$ cat src/hdl/sxq_pkg.sv
//------------------------------------------------------------------------------
// sxq_pkg
// shared widths, request codes and sequencer states of the sorted expiry queue
//------------------------------------------------------------------------------
package sxq_pkg;

	localparam int DEPTH_DEF   = 16;
	localparam int MAX_RESULTS = 16;
	localparam int OP_W        = 3;
	localparam int TIME_W      = 32;
	localparam int KEY_W       = 32;
	localparam int COUNT_W     = 5;

	typedef enum logic [OP_W-1:0] {
		OP_ADD    = 3'd0,
		OP_UPDATE = 3'd1,
		OP_DELETE = 3'd2,
		OP_EXPIRE = 3'd3,
		OP_CLEAR  = 3'd4
	} op_t;

	typedef enum logic [2:0] {
		ST_IDLE,
		ST_FETCH,
		ST_PROC,
		ST_XFETCH,
		ST_XPROC,
		ST_DONE
	} state_t;

endpackage

$ cat src/hdl/sxq_in_if.sv
//------------------------------------------------------------------------------
// sxq_in_if
// request channel of the sorted expiry queue
//------------------------------------------------------------------------------
interface sxq_in_if;
	import sxq_pkg::*;

	logic              valid;
	logic              ready;
	logic [OP_W-1:0]   op;
	logic [TIME_W-1:0] now_seconds;
	logic [TIME_W-1:0] time_value;
	logic [KEY_W-1:0]  entry_key;

	modport source (output valid, op, now_seconds, time_value, entry_key, input ready);
	modport sink   (input valid, op, now_seconds, time_value, entry_key, output ready);

endinterface

$ cat src/hdl/sxq_out_if.sv
//------------------------------------------------------------------------------
// sxq_out_if
// result channel of the sorted expiry queue
//------------------------------------------------------------------------------
interface sxq_out_if;
	import sxq_pkg::*;

	logic               valid;
	logic               ready;
	logic               ok;
	logic [KEY_W-1:0]   expired_key;
	logic [COUNT_W-1:0] entry_count;
	logic [TIME_W-1:0]  first_deadline;
	logic               last;

	modport source (output valid, ok, expired_key, entry_count, first_deadline, last,
		input ready);
	modport sink   (input valid, ok, expired_key, entry_count, first_deadline, last,
		output ready);

endinterface

$ cat src/hdl/sxq_ram.sv
//------------------------------------------------------------------------------
// sxq_ram
// simple dual-port ram, one write port and one read port with registered data
//------------------------------------------------------------------------------
module sxq_ram #(
	parameter int WIDTH = 64,
	parameter int DEPTH = 32
) (
	input  logic                     clk,
	input  logic                     we,
	input  logic [$clog2(DEPTH)-1:0] waddr,
	input  logic [WIDTH-1:0]         wdata,
	input  logic [$clog2(DEPTH)-1:0] raddr,
	output logic [WIDTH-1:0]         rdata
);

	logic [WIDTH-1:0] mem_q [DEPTH];

	always_ff @(posedge clk) begin
		if (we) begin
			mem_q[waddr] <= wdata;
		end
		rdata <= mem_q[raddr];
	end

endmodule

$ cat src/hdl/sorted_expiry_queue.sv
//------------------------------------------------------------------------------
// sorted_expiry_queue
// deadline-ordered timer store with add, update, delete, expire and clear
//------------------------------------------------------------------------------
// Entries live in one ram split into two banks; add, update, delete and
// expire stream the current bank through one compare unit into the other
// bank and swap banks if the request took effect; clear just empties the
// store. The single ram read port sets the rate: each stored entry is first
// addressed, then compared. Expired keys go out on the result channel during
// the pass, which a stall on that channel holds. One request is handled at a
// time.
//------------------------------------------------------------------------------
module sorted_expiry_queue #(
	parameter int DEPTH = sxq_pkg::DEPTH_DEF
) (
	input  logic      clk,
	input  logic      arst_n,
	sxq_in_if.sink    req,
	sxq_out_if.source rsp
);
	import sxq_pkg::*;

	localparam int IDX_W  = $clog2(DEPTH);
	localparam int CNT_W  = $clog2(DEPTH + 1);
	localparam int ENT_W  = TIME_W + KEY_W;
	localparam int RAM_D  = 2 << IDX_W;

	state_t state_q, state_d;

	logic              bank_q;
	logic [CNT_W-1:0]  held_q;
	logic [TIME_W-1:0] head_q;
	logic [CNT_W-1:0]  idx_q;
	logic [CNT_W-1:0]  wr_q;
	logic [CNT_W-1:0]  n_q;
	logic              ins_q;
	logic              hit_q;
	logic              ok_q;
	logic [OP_W-1:0]   op_q;
	logic [TIME_W-1:0] dl_q;
	logic [TIME_W-1:0] tv_q;
	logic [KEY_W-1:0]  key_q;
	logic [TIME_W-1:0] first_q;

	logic               ovalid_q;
	logic               ook_q;
	logic [KEY_W-1:0]   okey_q;
	logic [COUNT_W-1:0] ocnt_q;
	logic [TIME_W-1:0]  ofirst_q;
	logic               olast_q;

	logic [ENT_W-1:0]  rdata;
	logic [ENT_W-1:0]  wdata;
	logic [TIME_W-1:0] rd_dl;
	logic [KEY_W-1:0]  rd_key;
	logic [TIME_W:0]   sum;
	logic [TIME_W-1:0] new_dl;

	logic accept, out_free, is_ins_op, append;
	logic we, wsel_new, adv_rd, adv_wr, set_ins, set_hit;
	logic emit_x, emit_done, pass_end, scan_stop, commit;
	logic [TIME_W-1:0] stop_head;
	logic [CNT_W-1:0]  wr_end;

	assign rd_dl     = rdata[ENT_W-1:KEY_W];
	assign rd_key    = rdata[KEY_W-1:0];
	assign wdata     = wsel_new ? {dl_q, key_q} : rdata;
	assign sum       = {1'b0, req.now_seconds} + {1'b0, req.time_value};
	assign new_dl    = sum[TIME_W] ? '1 : sum[TIME_W-1:0];
	assign out_free  = !ovalid_q || rsp.ready;
	assign is_ins_op = (op_q == OP_ADD) || (op_q == OP_UPDATE);
	assign append    = is_ins_op && !ins_q;
	assign wr_end    = wr_q + CNT_W'(append);
	assign commit    = (op_q == OP_ADD) || (op_q == OP_EXPIRE) || hit_q;
	assign req.ready = (state_q == ST_IDLE);
	assign accept    = req.valid && req.ready;

	sxq_ram #(
		.WIDTH (ENT_W),
		.DEPTH (RAM_D)
	) u_ram (
		.clk   (clk),
		.we    (we),
		.waddr ({~bank_q, wr_q[IDX_W-1:0]}),
		.wdata (wdata),
		.raddr ({bank_q, idx_q[IDX_W-1:0]}),
		.rdata (rdata)
	);

	always_ff @(posedge clk or negedge arst_n) begin
		if (!arst_n) begin
			state_q <= ST_IDLE;
		end else begin
			state_q <= state_d;
		end
	end

	always_comb begin
		state_d   = state_q;
		we        = 1'b0;
		wsel_new  = 1'b0;
		adv_rd    = 1'b0;
		adv_wr    = 1'b0;
		set_ins   = 1'b0;
		set_hit   = 1'b0;
		emit_x    = 1'b0;
		emit_done = 1'b0;
		pass_end  = 1'b0;
		scan_stop = 1'b0;
		stop_head = '0;
		case (state_q)
			ST_IDLE: begin
				if (accept) begin
					case (req.op)
						OP_ADD:    state_d = (32'(held_q) < DEPTH) ? ST_FETCH : ST_DONE;
						OP_UPDATE: state_d = (req.entry_key != '0) ? ST_FETCH : ST_DONE;
						OP_DELETE: state_d = (req.entry_key != '0) ? ST_FETCH : ST_DONE;
						OP_EXPIRE: state_d = ST_XFETCH;
						default:   state_d = ST_DONE;
					endcase
				end
			end
			ST_FETCH: begin
				if (idx_q == held_q) begin
					pass_end = 1'b1;
					if (append) begin
						we       = (32'(wr_q) < DEPTH);
						wsel_new = 1'b1;
					end
					state_d = (op_q == OP_EXPIRE) ? ST_IDLE : ST_DONE;
				end else begin
					state_d = ST_PROC;
				end
			end
			ST_PROC: begin
				if (op_q == OP_EXPIRE && idx_q < n_q) begin
					if (out_free) begin
						emit_x  = 1'b1;
						adv_rd  = 1'b1;
						state_d = ST_FETCH;
					end
				end else if (op_q == OP_UPDATE && !hit_q && rd_key == key_q) begin
					set_hit = 1'b1;
					adv_rd  = 1'b1;
					state_d = ST_FETCH;
				end else if (op_q == OP_DELETE && rd_dl == tv_q && rd_key == key_q) begin
					set_hit = 1'b1;
					adv_rd  = 1'b1;
					state_d = ST_FETCH;
				end else if (append && rd_dl >= dl_q) begin
					// new entry goes ahead of this one, which is compared again
					we       = (32'(wr_q) < DEPTH);
					wsel_new = 1'b1;
					adv_wr   = 1'b1;
					set_ins  = 1'b1;
				end else begin
					we      = (32'(wr_q) < DEPTH);
					adv_wr  = 1'b1;
					adv_rd  = 1'b1;
					state_d = ST_FETCH;
				end
			end
			ST_XFETCH: begin
				if (idx_q == held_q) begin
					scan_stop = 1'b1;
					state_d   = (idx_q == '0) ? ST_DONE : ST_FETCH;
				end else begin
					state_d = ST_XPROC;
				end
			end
			ST_XPROC: begin
				if (rd_dl <= tv_q && 32'(idx_q) < MAX_RESULTS) begin
					adv_rd  = 1'b1;
					state_d = ST_XFETCH;
				end else begin
					scan_stop = 1'b1;
					stop_head = rd_dl;
					state_d   = (idx_q == '0) ? ST_DONE : ST_FETCH;
				end
			end
			ST_DONE: begin
				if (out_free) begin
					emit_done = 1'b1;
					state_d   = ST_IDLE;
				end
			end
			default: state_d = ST_IDLE;
		endcase
	end

	// sequencer counters and store bookkeeping
	always_ff @(posedge clk or negedge arst_n) begin
		if (!arst_n) begin
			bank_q <= 1'b0;
			held_q <= '0;
			head_q <= '0;
			idx_q  <= '0;
			wr_q   <= '0;
			n_q    <= '0;
			ins_q  <= 1'b0;
			hit_q  <= 1'b0;
			ok_q   <= 1'b0;
		end else begin
			if (accept) begin
				idx_q <= '0;
				wr_q  <= '0;
				n_q   <= '0;
				ins_q <= 1'b0;
				hit_q <= 1'b0;
				ok_q  <= 1'b0;
				if (req.op == OP_CLEAR) begin
					held_q <= '0;
					head_q <= '0;
					ok_q   <= 1'b1;
				end
			end
			if (adv_rd) begin
				idx_q <= idx_q + CNT_W'(1);
			end
			if (adv_wr) begin
				wr_q <= wr_q + CNT_W'(1);
			end
			if (set_ins) begin
				ins_q <= 1'b1;
			end
			if (set_hit) begin
				hit_q <= 1'b1;
			end
			if (scan_stop) begin
				n_q    <= idx_q;
				idx_q  <= '0;
				head_q <= stop_head;
			end
			if (pass_end) begin
				ok_q <= (op_q == OP_ADD) || hit_q;
				if (commit) begin
					bank_q <= ~bank_q;
					held_q <= wr_end;
					if (op_q != OP_EXPIRE) begin
						head_q <= (we && wr_q == '0) ? dl_q : first_q;
					end
				end
			end
		end
	end

	// request payload and first written deadline
	always_ff @(posedge clk) begin
		if (accept) begin
			op_q    <= req.op;
			dl_q    <= new_dl;
			tv_q    <= req.time_value;
			key_q   <= req.entry_key;
			first_q <= '0;
		end else if (we && wr_q == '0) begin
			first_q <= wdata[ENT_W-1:KEY_W];
		end
	end

	// result register
	always_ff @(posedge clk or negedge arst_n) begin
		if (!arst_n) begin
			ovalid_q <= 1'b0;
		end else if (emit_x || emit_done) begin
			ovalid_q <= 1'b1;
		end else if (rsp.ready) begin
			ovalid_q <= 1'b0;
		end
	end

	always_ff @(posedge clk) begin
		if (emit_x) begin
			ook_q    <= 1'b1;
			okey_q   <= rd_key;
			ocnt_q   <= COUNT_W'(held_q - n_q);
			ofirst_q <= head_q;
			olast_q  <= (idx_q + CNT_W'(1) == n_q);
		end else if (emit_done) begin
			ook_q    <= ok_q;
			okey_q   <= '0;
			ocnt_q   <= COUNT_W'(held_q);
			ofirst_q <= head_q;
			olast_q  <= 1'b1;
		end
	end

	assign rsp.valid          = ovalid_q;
	assign rsp.ok             = ook_q;
	assign rsp.expired_key    = okey_q;
	assign rsp.entry_count    = ocnt_q;
	assign rsp.first_deadline = ofirst_q;
	assign rsp.last           = olast_q;

	a_held_bound: assert property (@(posedge clk) disable iff (!arst_n)
		32'(held_q) <= DEPTH)
		else $error("entry count above depth");

	a_wr_behind_rd: assert property (@(posedge clk) disable iff (!arst_n)
		32'(wr_q) <= 32'(idx_q) + 1)
		else $error("write index ran ahead of read index");

	a_accept_busy: assert property (@(posedge clk) disable iff (!arst_n)
		accept |=> state_q != ST_IDLE)
		else $error("request accepted without starting work");

	a_swap_at_end: assert property (@(posedge clk) disable iff (!arst_n)
		bank_q != $past(bank_q) |-> $past(state_q) == ST_FETCH)
		else $error("bank swap outside end of pass");

endmodule
$ cat src/flat_wrapper.sv
// flat-port wrapper written by rule: the top's interface ports become plain ports
module sorted_expiry_queue_flat import sxq_pkg::*;
#(
	parameter int DEPTH = sxq_pkg::DEPTH_DEF
)
  (clk, arst_n, req_valid, req_op, req_now_seconds, req_time_value, req_entry_key, req_ready, rsp_valid, rsp_ok, rsp_expired_key, rsp_entry_count, rsp_first_deadline, rsp_last, rsp_ready);
  sxq_in_if req_i ();
  sxq_out_if rsp_i ();
  input  logic clk;
  input  logic arst_n;
  input wire logic [$bits(req_i.valid)-1:0] req_valid;
  input wire logic [$bits(req_i.op)-1:0] req_op;
  input wire logic [$bits(req_i.now_seconds)-1:0] req_now_seconds;
  input wire logic [$bits(req_i.time_value)-1:0] req_time_value;
  input wire logic [$bits(req_i.entry_key)-1:0] req_entry_key;
  output wire logic [$bits(req_i.ready)-1:0] req_ready;
  output wire logic [$bits(rsp_i.valid)-1:0] rsp_valid;
  output wire logic [$bits(rsp_i.ok)-1:0] rsp_ok;
  output wire logic [$bits(rsp_i.expired_key)-1:0] rsp_expired_key;
  output wire logic [$bits(rsp_i.entry_count)-1:0] rsp_entry_count;
  output wire logic [$bits(rsp_i.first_deadline)-1:0] rsp_first_deadline;
  output wire logic [$bits(rsp_i.last)-1:0] rsp_last;
  input wire logic [$bits(rsp_i.ready)-1:0] rsp_ready;
  assign req_i.valid = req_valid;
  assign req_i.op = req_op;
  assign req_i.now_seconds = req_now_seconds;
  assign req_i.time_value = req_time_value;
  assign req_i.entry_key = req_entry_key;
  assign req_ready = req_i.ready;
  assign rsp_valid = rsp_i.valid;
  assign rsp_ok = rsp_i.ok;
  assign rsp_expired_key = rsp_i.expired_key;
  assign rsp_entry_count = rsp_i.entry_count;
  assign rsp_first_deadline = rsp_i.first_deadline;
  assign rsp_last = rsp_i.last;
  assign rsp_i.ready = rsp_ready;
  sorted_expiry_queue #(.DEPTH(DEPTH)) u_core (.clk(clk), .arst_n(arst_n), .req(req_i), .rsp(rsp_i));
endmodule
$ cat config.mk
export PLATFORM = sky130hd
export DESIGN_NAME = sorted_expiry_queue_flat
export DESIGN_NICKNAME = d
export VERILOG_FILES = /design/src/hdl/sxq_pkg.sv /design/src/hdl/sxq_in_if.sv /design/src/hdl/sxq_out_if.sv /design/src/hdl/sxq_ram.sv /design/src/hdl/sorted_expiry_queue.sv /design/src/flat_wrapper.sv
export SDC_FILE = /design/constraint.sdc
export NUM_CORES = 2
export LEC_CHECK = 0
export BUFFER_PORTS_ARGS = -buffer_cell sky130_fd_sc_hd__buf_2
export CAP_MARGIN = 0
export CORE_ASPECT_RATIO = 0.8
export CORE_UTILIZATION = 56
export DETAILED_ROUTE_END_ITERATION = 12
export PLACE_DENSITY = 0.75
export SLEW_MARGIN = 25
export SYNTH_ARGS = -nofsm -noshare
export SYNTH_HDL_FRONTEND = slang
export SYNTH_SLANG_ARGS = --single-unit
$ cat constraint.sdc
create_clock -name clk -period 6.57 [get_ports clk]
set_clock_uncertainty 0.1 [all_clocks]
set_input_delay 1.314 -clock clk [delete_from_list [all_inputs] [get_ports clk]]
set_output_delay 1.314 -clock clk [all_outputs]
set_load 0.005 [all_outputs]
# After elaboration in Yosys (flattened, before gate mapping)
# Memories as Yosys holds them, arrays and structs flattened. A register that Yosys moved wholly into a read port is not among the register bits.
# Index checks and enable logic that the tools add are counted.
# op_classes
shift	0
eq_ne	21
n_lt_le_gt_ge	6
bitwise_logic	1
reduce_logical	36
n_mul	0
addsub	5
div_mod_pow	0
mux	89
# op_table
cell	count
$mux W32	13
$eq A32 B32 Y1	2
$mux W64	1
$mux W5	11
$mux W1	44
$mux W3	14
$add A32 B32 Y33	1
$ge A32 B32 Y1	1
$le A32 B32 Y1	1
$reduce_bool A32 Y1	1
$eq A3 B2 Y1 const B	6
$pmux W3 S6	1
$lt A5 B5 Y1 const B	3
$reduce_bool A2 Y1	7
$add A5 B1 Y5 const B	2
$eq A5 B5 Y1	2
$logic_and A1 B1 Y1	10
$logic_not A5 Y1	2
$eq A3 B1 Y1 const B	3
$eq A3 B3 Y1 const B	3
$logic_not A3 Y1	3
$pmux W3 S3	1
$pmux W1 S2	4
$logic_or A1 B1 Y1	6
other kinds (13)	16
# totals
rom_bits	0
ram_bits	2048
elab_cells	180
ff_bits	262
mem_count	1
input_bits	103
latchBits	0
# mem_list
memory	words	width	rd	rd_ports_with_merged_regs	wr	line	source
u_core.u_ram.mem_q	32	64	1	1	1	sxq_ram.sv:17	logic [WIDTH-1:0] mem_q [DEPTH];

# Depth between registers and ports, before layout
# depth
ltp_word	12
depth_mapped	19

# Modules after synthesis
# A second synthesis with hierarchy kept.
# unflattened
hier_cells	4454
area_unflattened_um2	93846.3
# by_module_without_submodules
mod	area_per_inst_um2	instances	cells_each
sxq_ram	78964.5	1	3096
sorted_expiry_queue	14881.8	1	1358

# Least setup slack after synthesis
# OpenSTA, ideal clock, no wires.
# synth_path
path_type	register to register
startpoint	register u_core.idx_q[0]
endpoint	memory u_core.u_ram.mem_q[13][0], enable pin
stages_incl_launch_ff	16
path_slack_ns	0.217
path_buffers	5
arrival_time_ns	5.767
setup_ns	0.487
required_time_ns	5.983
path_cell_list	dfrtp_1 > clkbuf_1 > buf_2 > buf_2 > buf_1 > inv_1 > ha_1 > nor2b_1 > o211ai_1 > a31oi_1 > o31ai_1 > a21o_1 > buf_4 > a21boi_0 > nand2_1 > nor2_1
# synth_via
elab_chain_len	6
word_cells_on_any_way	8
# synth_lines
item	line	source
from (decl)	sorted_expiry_queue.sv:33	logic [CNT_W-1:0] idx_q;
from (signal assigned)	sorted_expiry_queue.sv:218	idx_q <= idx_q + CNT_W'(1);
$lt A5 B5 Y1	sorted_expiry_queue.sv:136	if (op_q == OP_EXPIRE && idx_q < n_q) begin
$logic_and A1 B1 Y1	sorted_expiry_queue.sv:136	
$mux W1	sorted_expiry_queue.sv:136	
$pmux W1 S2 *	sorted_expiry_queue.sv:111	case (state_q)
$mux W1 *	sxq_ram.sv:20	if (we) begin
$mux W1 (not written as such) *	sxq_ram.sv:21	mem_q[waddr] <= wdata;
to (decl)	sxq_ram.sv:17	
# Mark *: on every way between the ends. The rest lies on a longest branch, timed or not.

# Final worst setup path
# layout_path
startpoint	register u_core.idx_q[1]
endpoint	memory u_core.u_ram.mem_q[10][48], enable pin
# The elaborated chain is that of the path after synthesis.

==> results_dict.tcl <==
set metrics [dict create \
    design_area_mm2 0.105 \
    cts_hold_repair.buffers 0 \
    synth-async-reset-ratio 0.0253 \
    place_area_mm2 0.0976 \
    cts_root_buffer "sky130_fd_sc_hd__clkbuf_16" \
    final_max_slew_viol_count 0 \
    status "finished clean" \
    hold_violations 0 \
    post_cts.resized_instances 0 \
    initial_antenna_violation_count 9 \
    crit_type "flop to flop" \
    reg2regPathDepth 11 \
    number_of_global_route_vias_before_repair 46200 \
    fp-row-count 133 \
    drt_iter0_drc 6794 \
    cts_made_buffers 213 \
    wire_per_inst_um 33.0 \
    gp_congestion 0.864 \
    final_cell_count_no_fill 7098 \
    p_sw_frac 0.289 \
    syn_area_per_cell_um2 21.2 \
    yosys_register_bits 2374 \
    gr-total-overflow 0 \
    synth.cell_area_mm2 0.0935 \
    cp-start-kind "flop" \
    cellInternalPower_uw 30700 \
    tightest_slew_ns 1.16 \
    p_leak_uw 0.0337 \
    timing.fmax_ghz 0.185 \
    clk_pin_slew_ns 0.06 \
    wire_length_of_the_first_global_routing_pass_mm 332 \
    ir_worst_vdd_mv 0.329 \
    global_route.usage.total 0.279 \
    period_minus_slack_ns 5.42 \
    clock_power_share 0.293 \
    most_frequent_standard_cell_in_the_layout_excluding_fill_and_tap_cells "sky130_fd_sc_hd__edfxtp_1" \
    synthDominantCellAreaShare 0.712 \
    area_leader_netlist "sky130_fd_sc_hd__edfxtp_1" \
    drtPass1Iterations 5 \
    hold_slack_ns 0.299 \
    cp_data_required_time_ns 6.94 \
    h_tree_depth_reported_by_cts 4 \
    cp_data_arrival_time_ns 5.78 \
    power.share.sequential 0.470 \
    rsz_0062_raised_after_global_routing "false" \
    maximum_number_of_pins_on_one_net_before_global_route_repair 154 \
    p_comb_frac 0.237 \
    clock_insertion_delay_worst_skew_ns 0.86 \
    placed_cells_incl_taps 6689 \
    syn2layout_area_growth_pct 12.0 \
    ctsLongestPathBuffers 3 \
    crit_path_capture_type "flop" \
    floorplan.initialDensity 0.567 \
    number_of_buffer_cells_added_on_primary_ports 175 \
    total_switching_power_uw 12500 \
    floorplan.io_pins 176 \
    synthesis.instances 4409 \
    powerDensity_mw_per_mm2 412 \
    postCtsSetupRepairBufs 0 \
    overall_die_area_mm2 0.169 \
    post-route-period-util 0.824 \
    yosys_synthesis_warning_count 0 \
    synth_top_cells_by_area "sky130_fd_sc_hd__edfxtp_1 71%, sky130_fd_sc_hd__mux4_2 15%, sky130_fd_sc_hd__dfxtp_1 2.1%, sky130_fd_sc_hd__dfrtp_1 1.6%, sky130_fd_sc_hd__ha_1 1.5%" \
    synth_fp_nets 4627 \
    vias_per_cell 6.64 \
    finalWorstSetupSlack_ns 1.15 \
    die_h_um 368 \
    distinct_cell_type_count_after_synthesis 74 \
    cts_tree "built" \
    dpl.hpwl_mm 123 \
    core_area_mm2 0.165 \
    cap_viol_max_count 0 \
    chipWidth_um 459 \
    place_ws_ns 1.21 \
    postRouteWirelength_mm 234 \
    setup_viol_count_final 0 \
    timing.hold.worst.class "input pin to asynchronous set/reset pin" \
    slew_headroom 0.218 \
    total_via_count_after_detailed_routing 47100 \
    post_route_cells_drive_above_1_share 0.285 \
    ys_seq_area_frac 0.749 \
    drcViolationCount 0 \
    antenna_left 0 \
    synth-main-ff-cell "sky130_fd_sc_hd__edfxtp_1" \
    cts_num_sinks 2374 \
    top_library_cells_by_usage_in_the_layout_fill_and_taps_aside "2,217 x sky130_fd_sc_hd__edfxtp_1, 640 x sky130_fd_sc_hd__mux4_2, 227 x sky130_fd_sc_hd__nand2_1" \
    worst_path_fanout_max 46 \
    setup-tns-final_ns 0 \
    finish.net_count 4898 \
    post_synth_edffs 2217 \
]
==> area by class of cell <==
class                           count  area [um2]
Timing Repair Buffer              267        1940
Fill cell                       10800       60300
Clock buffer                      278        5860
Sequential cell                  2374       70000
Tap cell                         2227        2790
Clock inverter                    121        1250
Inverter                           96         373
Multi-Input combinational cell   1728       22500
Antenna cell                        7        17.5
==> final timing paths <==
check	from	end	slack, ns
min	arst_n	u_core.head_q[11]$_DFF_PN0_	0.30
max in group asynchronous	arst_n	u_core.idx_q[0]$_DFFE_PN0P_	5.45
min reg2reg	u_core.head_q[10]$_DFF_PN0_	u_core.rsp.first_deadline[10]$_DFFE_PP_	0.36
max	u_core.idx_q[1]$_DFFE_PN0P_	u_core.u_ram.mem_q[10][48]$_DFFE_PP_	1.15
min in group clk	u_core.head_q[10]$_DFF_PN0_	u_core.rsp.first_deadline[10]$_DFFE_PP_	0.36
max reg2reg	u_core.idx_q[1]$_DFFE_PN0P_	u_core.u_ram.mem_q[10][48]$_DFFE_PP_	1.15
==> through the flow <==
stage | util | total power [uW]
detailed placement | 0.591 | 30700
floorplan | - | 27300
finish | 0.635 | 43200
CTS | 0.634 | 43200
global route | 0.635 | 44600
global placement | 0.590 | 30400
==> state kept, by name, indices dropped and copies added, names as in the netlist, 32 cells and up <==
register / flops
u_core.rsp.expired_key: 32
u_core.dl_q: 32
u_core.head_q: 32
u_core.rsp.first_deadline: 32
u_core.key_q: 32
u_core.tv_q: 32
u_core.u_ram.mem_q: 2048
u_core.first_q: 32
u_core.u_ram.rdata: 64
==> cells in the mapped netlist (all sizes together), types with 3 or more instances <==
| master | count |
|---|---|
| and4 | 5 |
| nand2 | 228 |
| o21a | 6 |
| o21ba | 34 |
| nand2b | 9 |
| nor3 | 18 |
| nor2 | 65 |
| nand3 | 26 |
| ha | 113 |
| mux2i | 4 |
| a31oi | 37 |
| or3 | 5 |
| xor2 | 49 |
| nand3b | 8 |
| nor2b | 13 |
| mux2 | 104 |
| clkbuf | 143 |
| o22ai | 4 |
| nor4 | 15 |
| a21o | 22 |
| mux4 | 640 |
| dfrtp | 60 |
| inv | 96 |
| o31ai | 13 |
| edfxtp | 2217 |
| xnor2 | 26 |
| buf | 68 |
| a21boi | 7 |
| a41oi | 5 |
| or2 | 3 |
| dfxtp | 97 |
| o21bai | 4 |
| a211o | 6 |
| a221oi | 34 |
| a211oi | 10 |
| a21oi | 53 |
| o211ai | 5 |
| nand4 | 13 |
| a2111oi | 7 |
| and2 | 33 |
| o21ai | 80 |
==> worst max-delay path: stages (launching register included) <==
cell and delay, ns:
sky130_fd_sc_hd__dfrtp_4 0.73, sky130_fd_sc_hd__ha_1 0.39, sky130_fd_sc_hd__nor2b_1 0.13, sky130_fd_sc_hd__o211ai_1 0.10, sky130_fd_sc_hd__a31oi_1 0.27, sky130_fd_sc_hd__o31ai_1 0.10, sky130_fd_sc_hd__buf_4 0.18, sky130_fd_sc_hd__a21o_1 0.25
sky130_fd_sc_hd__a21boi_0 0.34, sky130_fd_sc_hd__nand2_1 0.50, sky130_fd_sc_hd__nor2_4 0.95, sky130_fd_sc_hd__buf_4 0.91
==> metal layers <==
metal  vias up  part of all wire  global-route usage
met5         -          0.000055                   0
met4         2             0.032              0.0920
met3       389              0.10              0.0484
met2      3075              0.48               0.436
met1     24800              0.39               0.404
li1      18900                 -                   -
==> cells by family (layout without fill, tap and decap cells) <==
kind of cell             Yosys count  count (layout)  synth area share
flip-flops                      2374            2374             0.749
multiplexers                     748             748             0.167
AND/OR/NAND/NOR                  452             452            0.0228
AO/OA/AOI/OAI                    338             338            0.0252
buffers and inverters            307             762            0.0138
adder cells (fa/ha/maj)          115             115            0.0155
XOR/XNOR                          75              75           0.00702
other                              0               7                 0
==> power groups by stage <==
stage | Clock [uW] | Combinational, uW | Sequential, uW
2_1_floorplan | 0 | 7120 | 20200
3_3_place_gp | 0 | 9790 | 20600
3_5_place_dp | 0 | 10100 | 20600
4_1_cts | 12800 | 10200 | 20300
5_1_grt | 13300 | 10900 | 20400
6_report | 12700 | 10200 | 20300
(Power assumes the default switching activity.)
